$ cat src/hdl/trial_division_prime_tester_macros.svh
// assertion macros for the trial division prime tester
// no dependencies; included by the top level
`ifndef TRIAL_DIVISION_PRIME_TESTER_MACROS_SVH
`define TRIAL_DIVISION_PRIME_TESTER_MACROS_SVH

`ifndef NO_ASSERTIONS
`define TDPT_ASSERT_SAME(lbl, clk, rst_n, ante, cons) \
    lbl: assert property (@(posedge clk) disable iff (!rst_n) (ante) |-> (cons)) \
        else $error("same-cycle check failed");
`define TDPT_ASSERT_NEXT(lbl, clk, rst_n, ante, cons) \
    lbl: assert property (@(posedge clk) disable iff (!rst_n) (ante) |=> (cons)) \
        else $error("next-cycle check failed");
`else
`define TDPT_ASSERT_SAME(lbl, clk, rst_n, ante, cons)
`define TDPT_ASSERT_NEXT(lbl, clk, rst_n, ante, cons)
`endif

`endif

$ cat src/hdl/tdpt_pkg.sv
// shared constants, types and state encoding of the trial division prime tester
// no dependencies
package tdpt_pkg;

    localparam int VALUE_BITS = 20;
    localparam int CAND_BITS  = 20;
    localparam int COUNT_BITS = 21;
    localparam int DIV_BITS   = (VALUE_BITS + 1) / 2 + 1;
    localparam int SQ_BITS    = VALUE_BITS + 1;
    localparam int REM_BITS   = DIV_BITS + 1;
    localparam int STEP_BITS  = $clog2(VALUE_BITS);

    localparam logic [COUNT_BITS-1:0] COUNT_MAX = '1;

    typedef enum logic [1:0] {
        S_IDLE,
        S_CHECK,
        S_DIVIDE,
        S_DONE
    } t_seq_state;

    typedef struct packed {
        logic                  start;
        logic [VALUE_BITS-1:0] dividend;
        logic [DIV_BITS-1:0]   divisor;
    } t_rem_cmd;

    typedef struct packed {
        logic done;
        logic zero;
    } t_rem_status;

    typedef struct packed {
        logic [CAND_BITS-1:0]  tested_value;
        logic                  prime_flag;
        logic [COUNT_BITS-1:0] found_total;
        logic                  range_done;
    } t_result;

endpackage

$ cat src/hdl/tdpt_stream_if.sv
// valid/ready stream interfaces for candidates and results
// depends on tdpt_pkg
interface tdpt_in_if;
    logic                           valid;
    logic                           ready;
    logic [tdpt_pkg::CAND_BITS-1:0] candidate;
    logic                           last_of_range;

    modport source (output valid, output candidate, output last_of_range, input ready);
    modport sink   (input valid, input candidate, input last_of_range, output ready);
endinterface

interface tdpt_out_if;
    logic                            valid;
    logic                            ready;
    logic [tdpt_pkg::CAND_BITS-1:0]  tested_value;
    logic                            prime_flag;
    logic [tdpt_pkg::COUNT_BITS-1:0] found_total;
    logic                            range_done;

    modport source (output valid, output tested_value, output prime_flag,
                    output found_total, output range_done, input ready);
    modport sink   (input valid, input tested_value, input prime_flag,
                    input found_total, input range_done, output ready);
endinterface

$ cat src/hdl/tdpt_rem_unit.sv
// shared restoring remainder unit, one dividend bit per cycle
// depends on tdpt_pkg
module tdpt_rem_unit (
    input  logic                  i_clk,
    input  logic                  i_rst_n,
    input  tdpt_pkg::t_rem_cmd    i_cmd,
    output tdpt_pkg::t_rem_status o_status
);
    import tdpt_pkg::*;

    logic                  r_busy;
    logic                  r_done;
    logic [STEP_BITS-1:0]  r_cnt;
    logic [REM_BITS-1:0]   r_rem;
    logic [REM_BITS-1:0]   n_rem;
    logic [VALUE_BITS-1:0] r_sh;
    logic [DIV_BITS-1:0]   r_div;
    logic [REM_BITS-1:0]   trial;

    always_comb begin
        trial = {r_rem[REM_BITS-2:0], r_sh[VALUE_BITS-1]};
        if (trial >= REM_BITS'(r_div)) begin
            n_rem = trial - REM_BITS'(r_div);
        end else begin
            n_rem = trial;
        end
    end

    always_ff @(posedge i_clk) begin
        if (!i_rst_n) begin
            r_busy <= 1'b0;
            r_done <= 1'b0;
            r_cnt  <= '0;
        end else begin
            r_done <= 1'b0;
            if (i_cmd.start) begin
                r_busy <= 1'b1;
                r_cnt  <= STEP_BITS'(VALUE_BITS - 1);
            end else if (r_busy) begin
                if (r_cnt == '0) begin
                    r_busy <= 1'b0;
                    r_done <= 1'b1;
                end
                r_cnt <= r_cnt - 1'b1;
            end
        end
    end

    always_ff @(posedge i_clk) begin
        if (i_cmd.start) begin
            r_rem <= '0;
            r_sh  <= i_cmd.dividend;
            r_div <= i_cmd.divisor;
        end else if (r_busy) begin
            r_rem <= n_rem;
            r_sh  <= r_sh << 1;
        end
    end

    assign o_status.done = r_done;
    assign o_status.zero = (r_rem == '0);

endmodule

$ cat src/hdl/tdpt_seq.sv
// sequencer: steps the trial divisor, tracks its square and keeps the prime count
// depends on tdpt_pkg and tdpt_rem_unit
module tdpt_seq (
    input  logic                           i_clk,
    input  logic                           i_rst_n,
    input  logic                           i_in_valid,
    output logic                           o_in_ready,
    input  logic [tdpt_pkg::CAND_BITS-1:0] i_candidate,
    input  logic                           i_last,
    output logic                           o_res_valid,
    output tdpt_pkg::t_result              o_result,
    input  logic                           i_res_take
);
    import tdpt_pkg::*;

    t_seq_state             r_state, n_state;
    logic [VALUE_BITS-1:0]  r_n, n_n;
    logic                   r_last, n_last;
    logic [DIV_BITS-1:0]    r_d, n_d;
    logic [SQ_BITS-1:0]     r_sq, n_sq;
    logic                   r_prime, n_prime;
    logic [COUNT_BITS-1:0]  r_count, n_count;
    logic [COUNT_BITS-1:0]  found;
    t_rem_cmd               rem_cmd;
    t_rem_status            rem_status;

    tdpt_rem_unit u_rem (
        .i_clk    (i_clk),
        .i_rst_n  (i_rst_n),
        .i_cmd    (rem_cmd),
        .o_status (rem_status)
    );

    assign found = (r_prime && r_count != COUNT_MAX) ? r_count + 1'b1 : r_count;

    always_comb begin
        n_state          = r_state;
        n_n              = r_n;
        n_last           = r_last;
        n_d              = r_d;
        n_sq             = r_sq;
        n_prime          = r_prime;
        n_count          = r_count;
        rem_cmd.start    = 1'b0;
        rem_cmd.dividend = r_n;
        rem_cmd.divisor  = r_d;
        o_in_ready       = 1'b0;
        o_res_valid      = 1'b0;
        case (r_state)
            S_IDLE: begin
                o_in_ready = 1'b1;
                if (i_in_valid) begin
                    n_n     = i_candidate[VALUE_BITS-1:0];
                    n_last  = i_last;
                    n_d     = DIV_BITS'(2);
                    n_sq    = SQ_BITS'(4);
                    n_state = S_CHECK;
                end
            end
            S_CHECK: begin
                if (r_n < VALUE_BITS'(2)) begin
                    n_prime = 1'b0;
                    n_state = S_DONE;
                end else if (r_sq > SQ_BITS'(r_n)) begin
                    n_prime = 1'b1;
                    n_state = S_DONE;
                end else begin
                    rem_cmd.start = 1'b1;
                    n_state       = S_DIVIDE;
                end
            end
            S_DIVIDE: begin
                if (rem_status.done) begin
                    if (rem_status.zero) begin
                        n_prime = 1'b0;
                        n_state = S_DONE;
                    end else begin
                        n_d     = r_d + 1'b1;
                        n_sq    = r_sq + SQ_BITS'({r_d, 1'b0}) + SQ_BITS'(1);
                        n_state = S_CHECK;
                    end
                end
            end
            S_DONE: begin
                o_res_valid = 1'b1;
                if (i_res_take) begin
                    n_count = found;
                    n_state = S_IDLE;
                end
            end
            default: begin
                n_state = S_IDLE;
            end
        endcase
    end

    always_ff @(posedge i_clk) begin
        if (!i_rst_n) begin
            r_state <= S_IDLE;
            r_count <= '0;
        end else begin
            r_state <= n_state;
            r_count <= n_count;
        end
    end

    always_ff @(posedge i_clk) begin
        r_n     <= n_n;
        r_last  <= n_last;
        r_d     <= n_d;
        r_sq    <= n_sq;
        r_prime <= n_prime;
    end

    assign o_result.tested_value = CAND_BITS'(r_n);
    assign o_result.prime_flag   = r_prime;
    assign o_result.found_total  = found;
    assign o_result.range_done   = r_last;

endmodule

$ cat src/hdl/trial_division_prime_tester.sv
// top level of the trial division prime tester: sequencer and output register
// depends on tdpt_pkg, tdpt_stream_if, tdpt_seq and the assertion macros
//
//  port     | direction | carries
//  i_cand   | in        | candidate, last_of_range
//  o_res    | out       | tested_value, prime_flag, found_total, range_done
//
// one candidate at a time; the shared remainder unit handles one divisor per pass
// (a check step, one bit step per dividend bit, a done step), and a candidate n >= 2
// is tried with divisors from 2 up to floor(sqrt(n)) until one divides it
// reset clears the state and the prime count; i_cand.ready is low while testing
// a finished result waits in the output register; the next candidate is taken meanwhile
`include "trial_division_prime_tester_macros.svh"

module trial_division_prime_tester (
    input  logic       i_clk,
    input  logic       i_rst_n,
    tdpt_in_if.sink    i_cand,
    tdpt_out_if.source o_res
);
    import tdpt_pkg::*;

    logic    res_valid;
    logic    res_take;
    t_result result;
    logic    r_out_valid;
    t_result r_out;

    tdpt_seq u_seq (
        .i_clk       (i_clk),
        .i_rst_n     (i_rst_n),
        .i_in_valid  (i_cand.valid),
        .o_in_ready  (i_cand.ready),
        .i_candidate (i_cand.candidate),
        .i_last      (i_cand.last_of_range),
        .o_res_valid (res_valid),
        .o_result    (result),
        .i_res_take  (res_take)
    );

    assign res_take = res_valid && (!r_out_valid || o_res.ready);

    always_ff @(posedge i_clk) begin
        if (!i_rst_n) begin
            r_out_valid <= 1'b0;
        end else if (res_take) begin
            r_out_valid <= 1'b1;
        end else if (o_res.ready) begin
            r_out_valid <= 1'b0;
        end
    end

    always_ff @(posedge i_clk) begin
        if (res_take) begin
            r_out <= result;
        end
    end

    assign o_res.valid        = r_out_valid;
    assign o_res.tested_value = r_out.tested_value;
    assign o_res.prime_flag   = r_out.prime_flag;
    assign o_res.found_total  = r_out.found_total;
    assign o_res.range_done   = r_out.range_done;

    `TDPT_ASSERT_NEXT(a_busy_after_accept, i_clk, i_rst_n, i_cand.valid && i_cand.ready, !i_cand.ready)
    `TDPT_ASSERT_SAME(a_prime_counted, i_clk, i_rst_n, r_out_valid && r_out.prime_flag, r_out.found_total != '0)
    `TDPT_ASSERT_SAME(a_prime_at_least_two, i_clk, i_rst_n, r_out_valid && r_out.prime_flag, r_out.tested_value >= CAND_BITS'(2))
    `TDPT_ASSERT_SAME(a_no_take_while_idle, i_clk, i_rst_n, i_cand.ready, !res_valid)

endmodule
$ cat src/flat_wrapper.sv
// flat-port wrapper written by rule: the top's interface ports become plain ports
module trial_division_prime_tester_flat import tdpt_pkg::*;
  (i_clk, i_rst_n, i_cand_valid, i_cand_candidate, i_cand_last_of_range, i_cand_ready, o_res_valid, o_res_tested_value, o_res_prime_flag, o_res_found_total, o_res_range_done, o_res_ready);
  tdpt_in_if i_cand_i ();
  tdpt_out_if o_res_i ();
  input  logic i_clk;
  input  logic i_rst_n;
  input wire logic [$bits(i_cand_i.valid)-1:0] i_cand_valid;
  input wire logic [$bits(i_cand_i.candidate)-1:0] i_cand_candidate;
  input wire logic [$bits(i_cand_i.last_of_range)-1:0] i_cand_last_of_range;
  output wire logic [$bits(i_cand_i.ready)-1:0] i_cand_ready;
  output wire logic [$bits(o_res_i.valid)-1:0] o_res_valid;
  output wire logic [$bits(o_res_i.tested_value)-1:0] o_res_tested_value;
  output wire logic [$bits(o_res_i.prime_flag)-1:0] o_res_prime_flag;
  output wire logic [$bits(o_res_i.found_total)-1:0] o_res_found_total;
  output wire logic [$bits(o_res_i.range_done)-1:0] o_res_range_done;
  input wire logic [$bits(o_res_i.ready)-1:0] o_res_ready;
  assign i_cand_i.valid = i_cand_valid;
  assign i_cand_i.candidate = i_cand_candidate;
  assign i_cand_i.last_of_range = i_cand_last_of_range;
  assign i_cand_ready = i_cand_i.ready;
  assign o_res_valid = o_res_i.valid;
  assign o_res_tested_value = o_res_i.tested_value;
  assign o_res_prime_flag = o_res_i.prime_flag;
  assign o_res_found_total = o_res_i.found_total;
  assign o_res_range_done = o_res_i.range_done;
  assign o_res_i.ready = o_res_ready;
  trial_division_prime_tester u_core (.i_clk(i_clk), .i_rst_n(i_rst_n), .i_cand(i_cand_i), .o_res(o_res_i));
endmodule
$ cat config.mk
export PLATFORM = sky130hd
export DESIGN_NAME = trial_division_prime_tester_flat
export DESIGN_NICKNAME = d
export VERILOG_FILES = /design/src/hdl/tdpt_pkg.sv /design/src/hdl/tdpt_stream_if.sv /design/src/hdl/tdpt_rem_unit.sv /design/src/hdl/tdpt_seq.sv /design/src/hdl/trial_division_prime_tester.sv /design/src/flat_wrapper.sv
export VERILOG_INCLUDE_DIRS = /design/src /design/src/hdl
export SDC_FILE = /design/constraint.sdc
export NUM_CORES = 1
export LEC_CHECK = 0
export BUFFER_PORTS_ARGS = -buffer_cell sky130_fd_sc_hd__buf_2
export CAP_MARGIN = 20
export CORE_UTILIZATION = 55
export DETAILED_ROUTE_END_ITERATION = 16
export PLACE_DENSITY = 0.76
export SETUP_SLACK_MARGIN = 0.2
export SLEW_MARGIN = 20
export SYNTH_ARGS = -nofsm -noshare
export SYNTH_HDL_FRONTEND = slang
export SYNTH_SLANG_ARGS = --single-unit
$ cat constraint.sdc
create_clock -name i_clk -period 8.15 [get_ports i_clk]
set_input_delay 0.4075 -clock i_clk [delete_from_list [all_inputs] [get_ports i_clk]]
set_output_delay 0.4075 -clock i_clk [all_outputs]
set_load 0.05 [all_outputs]
# Word-level counts from Yosys, hierarchy flattened
# Cells that the tools add are included.
# word_totals
output_inout_bits	45
regBits	171
elab_cells	95
inputBits	25
# classes
n_reduce_logical	18
muxes	37
eq_ne	10
add_sub_neg	6
bitwise	2
magnitude_cmp	3
# op_table
operator	n
2-to-1 mux 21 bit	4
adder 21 x 1 -> 21 bit, second input constant	2
case mux 21 bit (2 select lines)	1
2-to-1 mux 20 bit	2
2-to-1 mux 11 bit	3
case mux 11 bit (2 select lines)	1
adder 21 x 12 -> 21 bit	1
greater-than comparator 21 x 20 -> 1 bit	1
!= test 21 bit, second input constant	1
less-than comparator 20 x 2 -> 1 bit, second input constant	1
2-to-1 mux 1 bit	17
greater-or-equal comparator 12 x 11 -> 1 bit	1
zero test 12 bit	1
2-to-1 mux 12 bit	1
subtractor 12 x 11 -> 12 bit	1
adder 11 x 1 -> 11 bit, second input constant	1
2-to-1 mux 5 bit	2
2-to-1 mux 2 bit	4
case mux 2 bit (4 select lines)	1
AND reduction 4 bit	2
nonzero test 2 bit	4
!= test 2 bit, second input constant	3
zero test 5 bit	1
subtractor 5 x 1 -> 5 bit, second input constant	1
other kinds (14)	19

# Logic depth before layout (Yosys ltp)
# logic_depth
depth_word	5
mapped_depth	13
depth_no_buf	11

# Modules after synthesis
# Synthesis repeated with hierarchy kept, for this count alone.
# hier_totals
hier_cells	784
hier_area_um2	8992.4
# modules_own_cells
mod	seq_area_each_um2	cells_per_inst	instances	area_per_inst_um2
tdpt_seq	2082.0	502	1	4992.3
tdpt_rem_unit	1311.3	235	1	2661.3
trial_division_prime_tester	1311.3	47	1	1338.8

# Least setup slack after synthesis
# No wires, ideal clock.
# synth_timing
path_type	register to register
startpoint	register u_core.u_seq.u_rem.r_rem[10]
endpoint	register u_core.u_seq.r_d[0] (enable)
path_buffers	1
t_required_ns	7.689
path_stages_with_launch	7
arrival_ns	3.077
synth_period_minus_slack_ns	3.538
setup_slack_ns	4.612
setup_time_ns	0.461
cell_sequence	dfxtp_1 clkbuf_1 or4_1 nor4_1 nand4_1 inv_1 nor3_1
# synth_via
elab_chain_cells	3
# synth_rtl
element	line_no	text
start: declaration	tdpt_rem_unit.sv:14	logic [REM_BITS-1:0] r_rem;
start signal: assignment	tdpt_rem_unit.sv:55	r_rem <= n_rem;
zero test 12 bit	tdpt_rem_unit.sv:61	assign o_status.zero = (r_rem == '0);
!= test 2 bit (no line)	-	
AND reduction 4 bit (no line)	-	
end signal: assignment	tdpt_seq.sv:110	r_d <= n_d;
end: declaration	tdpt_seq.sv:19	logic [DIV_BITS-1:0] r_d, n_d;
# Every way passes these cells.
# A chain may end at the register's enable or synchronous reset.

# Final worst setup path
# layout_timing
startpoint	register u_core.u_seq.r_n[8]
endpoint	register u_core.u_seq.u_rem.r_sh[8] (enable)
# layout_via
elab_chain_cells	5
elab_cells_between_ends	6
cone_classes	order compare (2); mux (3); reduce/logical (1)
# layout_rtl
element	line_no	text
start: declaration	tdpt_seq.sv:17	logic [VALUE_BITS-1:0] r_n, n_n;
start signal: assignment	tdpt_seq.sv:108	r_n <= n_n;
greater-than comparator 21 x 20 -> 1 bit	tdpt_seq.sv:64	end else if (r_sq > SQ_BITS'(r_n)) begin
2-to-1 mux 1 bit	tdpt_seq.sv:64	
2-to-1 mux 1 bit *	tdpt_seq.sv:61	if (r_n < VALUE_BITS'(2)) begin
2-to-1 mux 1 bit *	tdpt_seq.sv:49	case (r_state)
nonzero test 2 bit (no line) *	-	
end signal: assignment	tdpt_rem_unit.sv:52	r_sh <= i_cmd.dividend;
end signal: assignment	tdpt_rem_unit.sv:56	r_sh <= r_sh << 1;
end: declaration	tdpt_rem_unit.sv:16	logic [VALUE_BITS-1:0] r_sh;
# Mark *: on every way between the ends. The rest lies on a longest branch, timed or not.

==> key figures <==
Routing
  • 1st-pass router iterations: 4
  • Final ANT Viol Nets: 0
  • DR vias: 5918
  • Routed len/inst: 16.2 microns
  • WL final: 17300 microns
  • DRT iter0 DRCs: 484
  • DRC: 0
  • Via-per-instance ratio: 5.55

Clocking
  • CTS tree: built
  • Post CTS Setup Buffer Count: 0
  • PostCTS Resize Cnt: 0
  • # H-tree levels: 4
  • CTS Root Cell: clkbuf_16
  • Max clock buf depth: 2
  • CTS Sinks: 171
  • Clock-pin slew on the worst setup and hold paths: 0.07 ns
  • CTS Buf Count: 17
  • Cts hold-fix bufs: 0
  • Skew-Pair Late Insertion Delay: 0.42 ns

Synth
  • FF+latch count, synth: 171
  • Post-synthesis cell type count: 66
  • Top_reg_cell synth: edfxtp_1
  • Post-synth EDFFs: 128
  • Post-Syn Area: 8650 sq um
  • Post-synthesis net count: 846
  • Sequential-to-total area share from yosys stat: 0.544
  • FFs w/ async S/R, synth: 0
  • Mean Syn Cell Area: 11.2 sq um
  • Gate Count Post-Synth: 773
  • Yosys warning count: 0

Timing
  • Fin. Hold Viols: 0
  • Max Slew Vio Count: 0
  • Fin crit period: 3.29 ns
  • Setup Total Neg Slack: 0 ns
  • Endpoints failing setup: 0
  • Rel. slew slack: 0.292
  • Final worst-path cycle share: 0.403
  • Achievable clock frequency: 304 MHz
  • Slew @ Worst Pin: 1.06 ns
  • Setup Skew: 0.00901 ns
  • RSZ-0062 raised after global routing: no

Global routing
  • Global-route wire length before repair: 28700 microns
  • Initial antenna violation count: 0
  • Largest net degree at the start of global routing: 48
  • Remaining global-route overflow: 0
  • Vias in the first global route: 5864
  • Total track usage: 0.227

Power
  • Net switching power: 0.787 mW
  • Flop pwr share: 0.458
  • Power density over the cells: 254 nW/um^2
  • Pleak: 3.81 nW
  • Pint: 1.68 mW
  • Clk pwr share: 0.301
  • Gate power share: 0.241
  • Max VDD drop: 195 uV
  • Net Sw Frac: 0.319

Worst hold path
  • Hold Path End: u_core.u_seq.r_n[12]
  • Min-delay src: i_cand_candidate[12]
  • Hold-critical path depth: 1
  • Hold crit path type: input port to register

Layout
  • Post-route cell area: 9690 sq um
  • Commonest non-fill, non-tap cell in the layout: edfxtp_1
  • Layout Nets: 916
  • Share of layout cells above drive strength 1: 0.147
  • Commonest cells after routing, fill and taps aside: 128 x edfxtp_1, 75 x nor2_1, 69 x buf_2
  • Area growth syn-to-layout: 12.1%
  • N_diodes: 0

Critical path
  • Setup crit end kind: register
  • Critical path required time: 8.20 ns
  • R2R Path End: u_core.u_seq.u_rem.r_sh[8]
  • Crit path kind: register to register
  • Crit path max fanout: 20
  • Crit path DAT: 3.34 ns
  • R2R setup slack: 4.86 ns
  • Worst R2R Start: u_core.u_seq.r_n[8]
  • R2R cell count: 9
  • Startpoint types: register

Placement
  • DP Wirelength: 12400 microns
  • Post-DP Area: 9160 sq um
  • IO Port Bufs: 69
  • Placer Congestion: 0.925

Die
  • Die area: 16200 sq um
  • Ports: 70
  • Row Count: 45
  • Core area: 15300 sq um
  • Die width: 127 microns
  • Starting Density: 0.567
  • Die Height: 127 microns

Job
  • Max_cap viols: 0

Run status
  • Status: completed
[power groups by stage]
| stage | clock [mW] | sequential [mW] | combinational (mW) |
|---|---|---|---|
| floorplan | 0 | 1.13 | 0.464 |
| global placement | 0 | 1.14 | 0.561 |
| detailed placement | 0 | 1.14 | 0.589 |
| CTS | 0.753 | 1.13 | 0.592 |
| global route | 0.789 | 1.14 | 0.667 |
| finish | 0.742 | 1.13 | 0.595 |
[cell usage after synthesis, types with 2 or more instances]
library cell | count | area share
a41oi_1 | 2 | 0.0020
a21o_1 | 3 | 0.0026
or4_1 | 2 | 0.0017
nor2_1 | 75 | 0.033
a21boi_0 | 6 | 0.0052
a211oi_1 | 9 | 0.0078
clkbuf_1 | 13 | 0.0056
nand4_1 | 6 | 0.0043
nand3_1 | 28 | 0.016
nor4_1 | 12 | 0.0087
nor3_1 | 18 | 0.010
o21bai_1 | 3 | 0.0026
xnor2_1 | 34 | 0.034
o31ai_1 | 2 | 0.0017
dfxtp_1 | 43 | 0.10
o21a_1 | 9 | 0.0078
a22o_1 | 7 | 0.0071
and3_1 | 5 | 0.0036
nand2b_1 | 12 | 0.0087
buf_2 | 3 | 0.0017
a21boi_1 | 2 | 0.0017
fa_1 | 2 | 0.0046
o211ai_1 | 2 | 0.0017
a2111o_1 | 2 | 0.0026
inv_1 | 53 | 0.023
o21ba_2 | 2 | 0.0023
or3_1 | 17 | 0.012
o21ai_0 | 32 | 0.019
and2_1 | 18 | 0.013
xor2_1 | 29 | 0.029
or2_2 | 2 | 0.0014
nand3_2 | 3 | 0.0035
mux2_4 | 9 | 0.016
buf_6 | 3 | 0.0039
edfxtp_1 | 128 | 0.44
and4_1 | 2 | 0.0020
nand4b_1 | 3 | 0.0030
nand2_1 | 51 | 0.022
a31oi_1 | 4 | 0.0029
o2111a_1 | 3 | 0.0039
nor2b_1 | 8 | 0.0058
ha_1 | 46 | 0.067
mux2_1 | 3 | 0.0039
a21oi_1 | 35 | 0.020
[layout make-up]
cell class                      count  area (sq um)
Sequential cell                   171          4700
Timing Repair Buffer               71           360
Fill cell                        1172          5560
Inverter                           55           211
Clock inverter                     14           111
Tap cell                          211           264
Multi-Input combinational cell    527          3620
Clock buffer                       17           425
[per-stage QoR]
step	total power [mW]	hold WS (ns)	util	std cells	setup WS, ns
after detailed placement	1.73	0.406	0.600	1035	4.86
final	2.47	0.154	0.635	1066	4.86
after global placement	1.70	0.402	0.600	1035	5.01
after CTS	2.47	0.140	0.635	1066	4.86
after floorplan	1.59	0.400	-	773	4.61
after global routing	2.59	0.137	0.635	1066	4.69
[worst max path at each step]
stage	to	cells past startpoint	slack [ns]	from
6_report	u_core.u_seq.u_rem.r_sh[8]	9	4.86	u_core.u_seq.r_n[8]
5_1_grt	u_core.u_seq.u_rem.r_sh[12]	9	4.69	u_core.u_seq.r_n[8]
4_1_cts	u_core.u_seq.u_rem.r_sh[12]	9	4.86	u_core.u_seq.r_n[8]
3_5_place_dp	u_core.u_seq.u_rem.r_sh[11]	9	4.86	u_core.u_seq.r_n[8]
3_3_place_gp	u_core.u_seq.u_rem.r_sh[11]	9	5.01	u_core.u_seq.r_n[8]
2_1_floorplan	u_core.u_seq.r_d[0]	6	4.61	u_core.u_seq.u_rem.r_rem[10]
[worst max-delay path, stage by stage (launching register included)]
cell,delay (ns)
edfxtp_1,0.46
inv_1,0.09
ha_1,0.24
a21oi_1,0.17
o21bai_1,0.08
a2111o_1,0.44
a2111o_1,0.44
nand2_2,0.16
nand2b_2,0.18
nand2_1,0.64
[kinds of logic after synthesis]
kind of cell / share of synthesized area
simple gates: 0.159
flops: 0.544
compound gates: 0.103
buf+inv: 0.0381
xor+xnor: 0.0638
fa+ha+maj: 0.0712
mux: 0.0207
[layer usage]
layer	up-vias	GRT usage	wire length [microns]
li1	2925	-	-
met1	2840	0.292	7750
met5	-	0	0
met3	23	0.0486	734
met4	0	0.0658	232
met2	130	0.386	8560
[registers in the layout (all words and copies together), names as in the netlist, 2 cells and up]
| signal | count |
|---|---|
| u_core.o_res.tested_value | 20 |
| u_core.u_seq.u_rem.r_sh | 20 |
| u_core.u_seq.r_sq | 21 |
| u_core.u_seq.u_rem.r_cnt | 5 |
| u_core.u_seq.r_d | 11 |
| u_core.u_seq.r_n | 20 |
| u_core.u_seq.u_rem.r_rem | 12 |
| u_core.o_res.found_total | 21 |
| u_core.u_seq.r_count | 21 |
| u_core.u_seq.r_state | 2 |
| u_core.u_seq.u_rem.r_div | 11 |
Note: power is estimated with default switching activity, not from simulation.
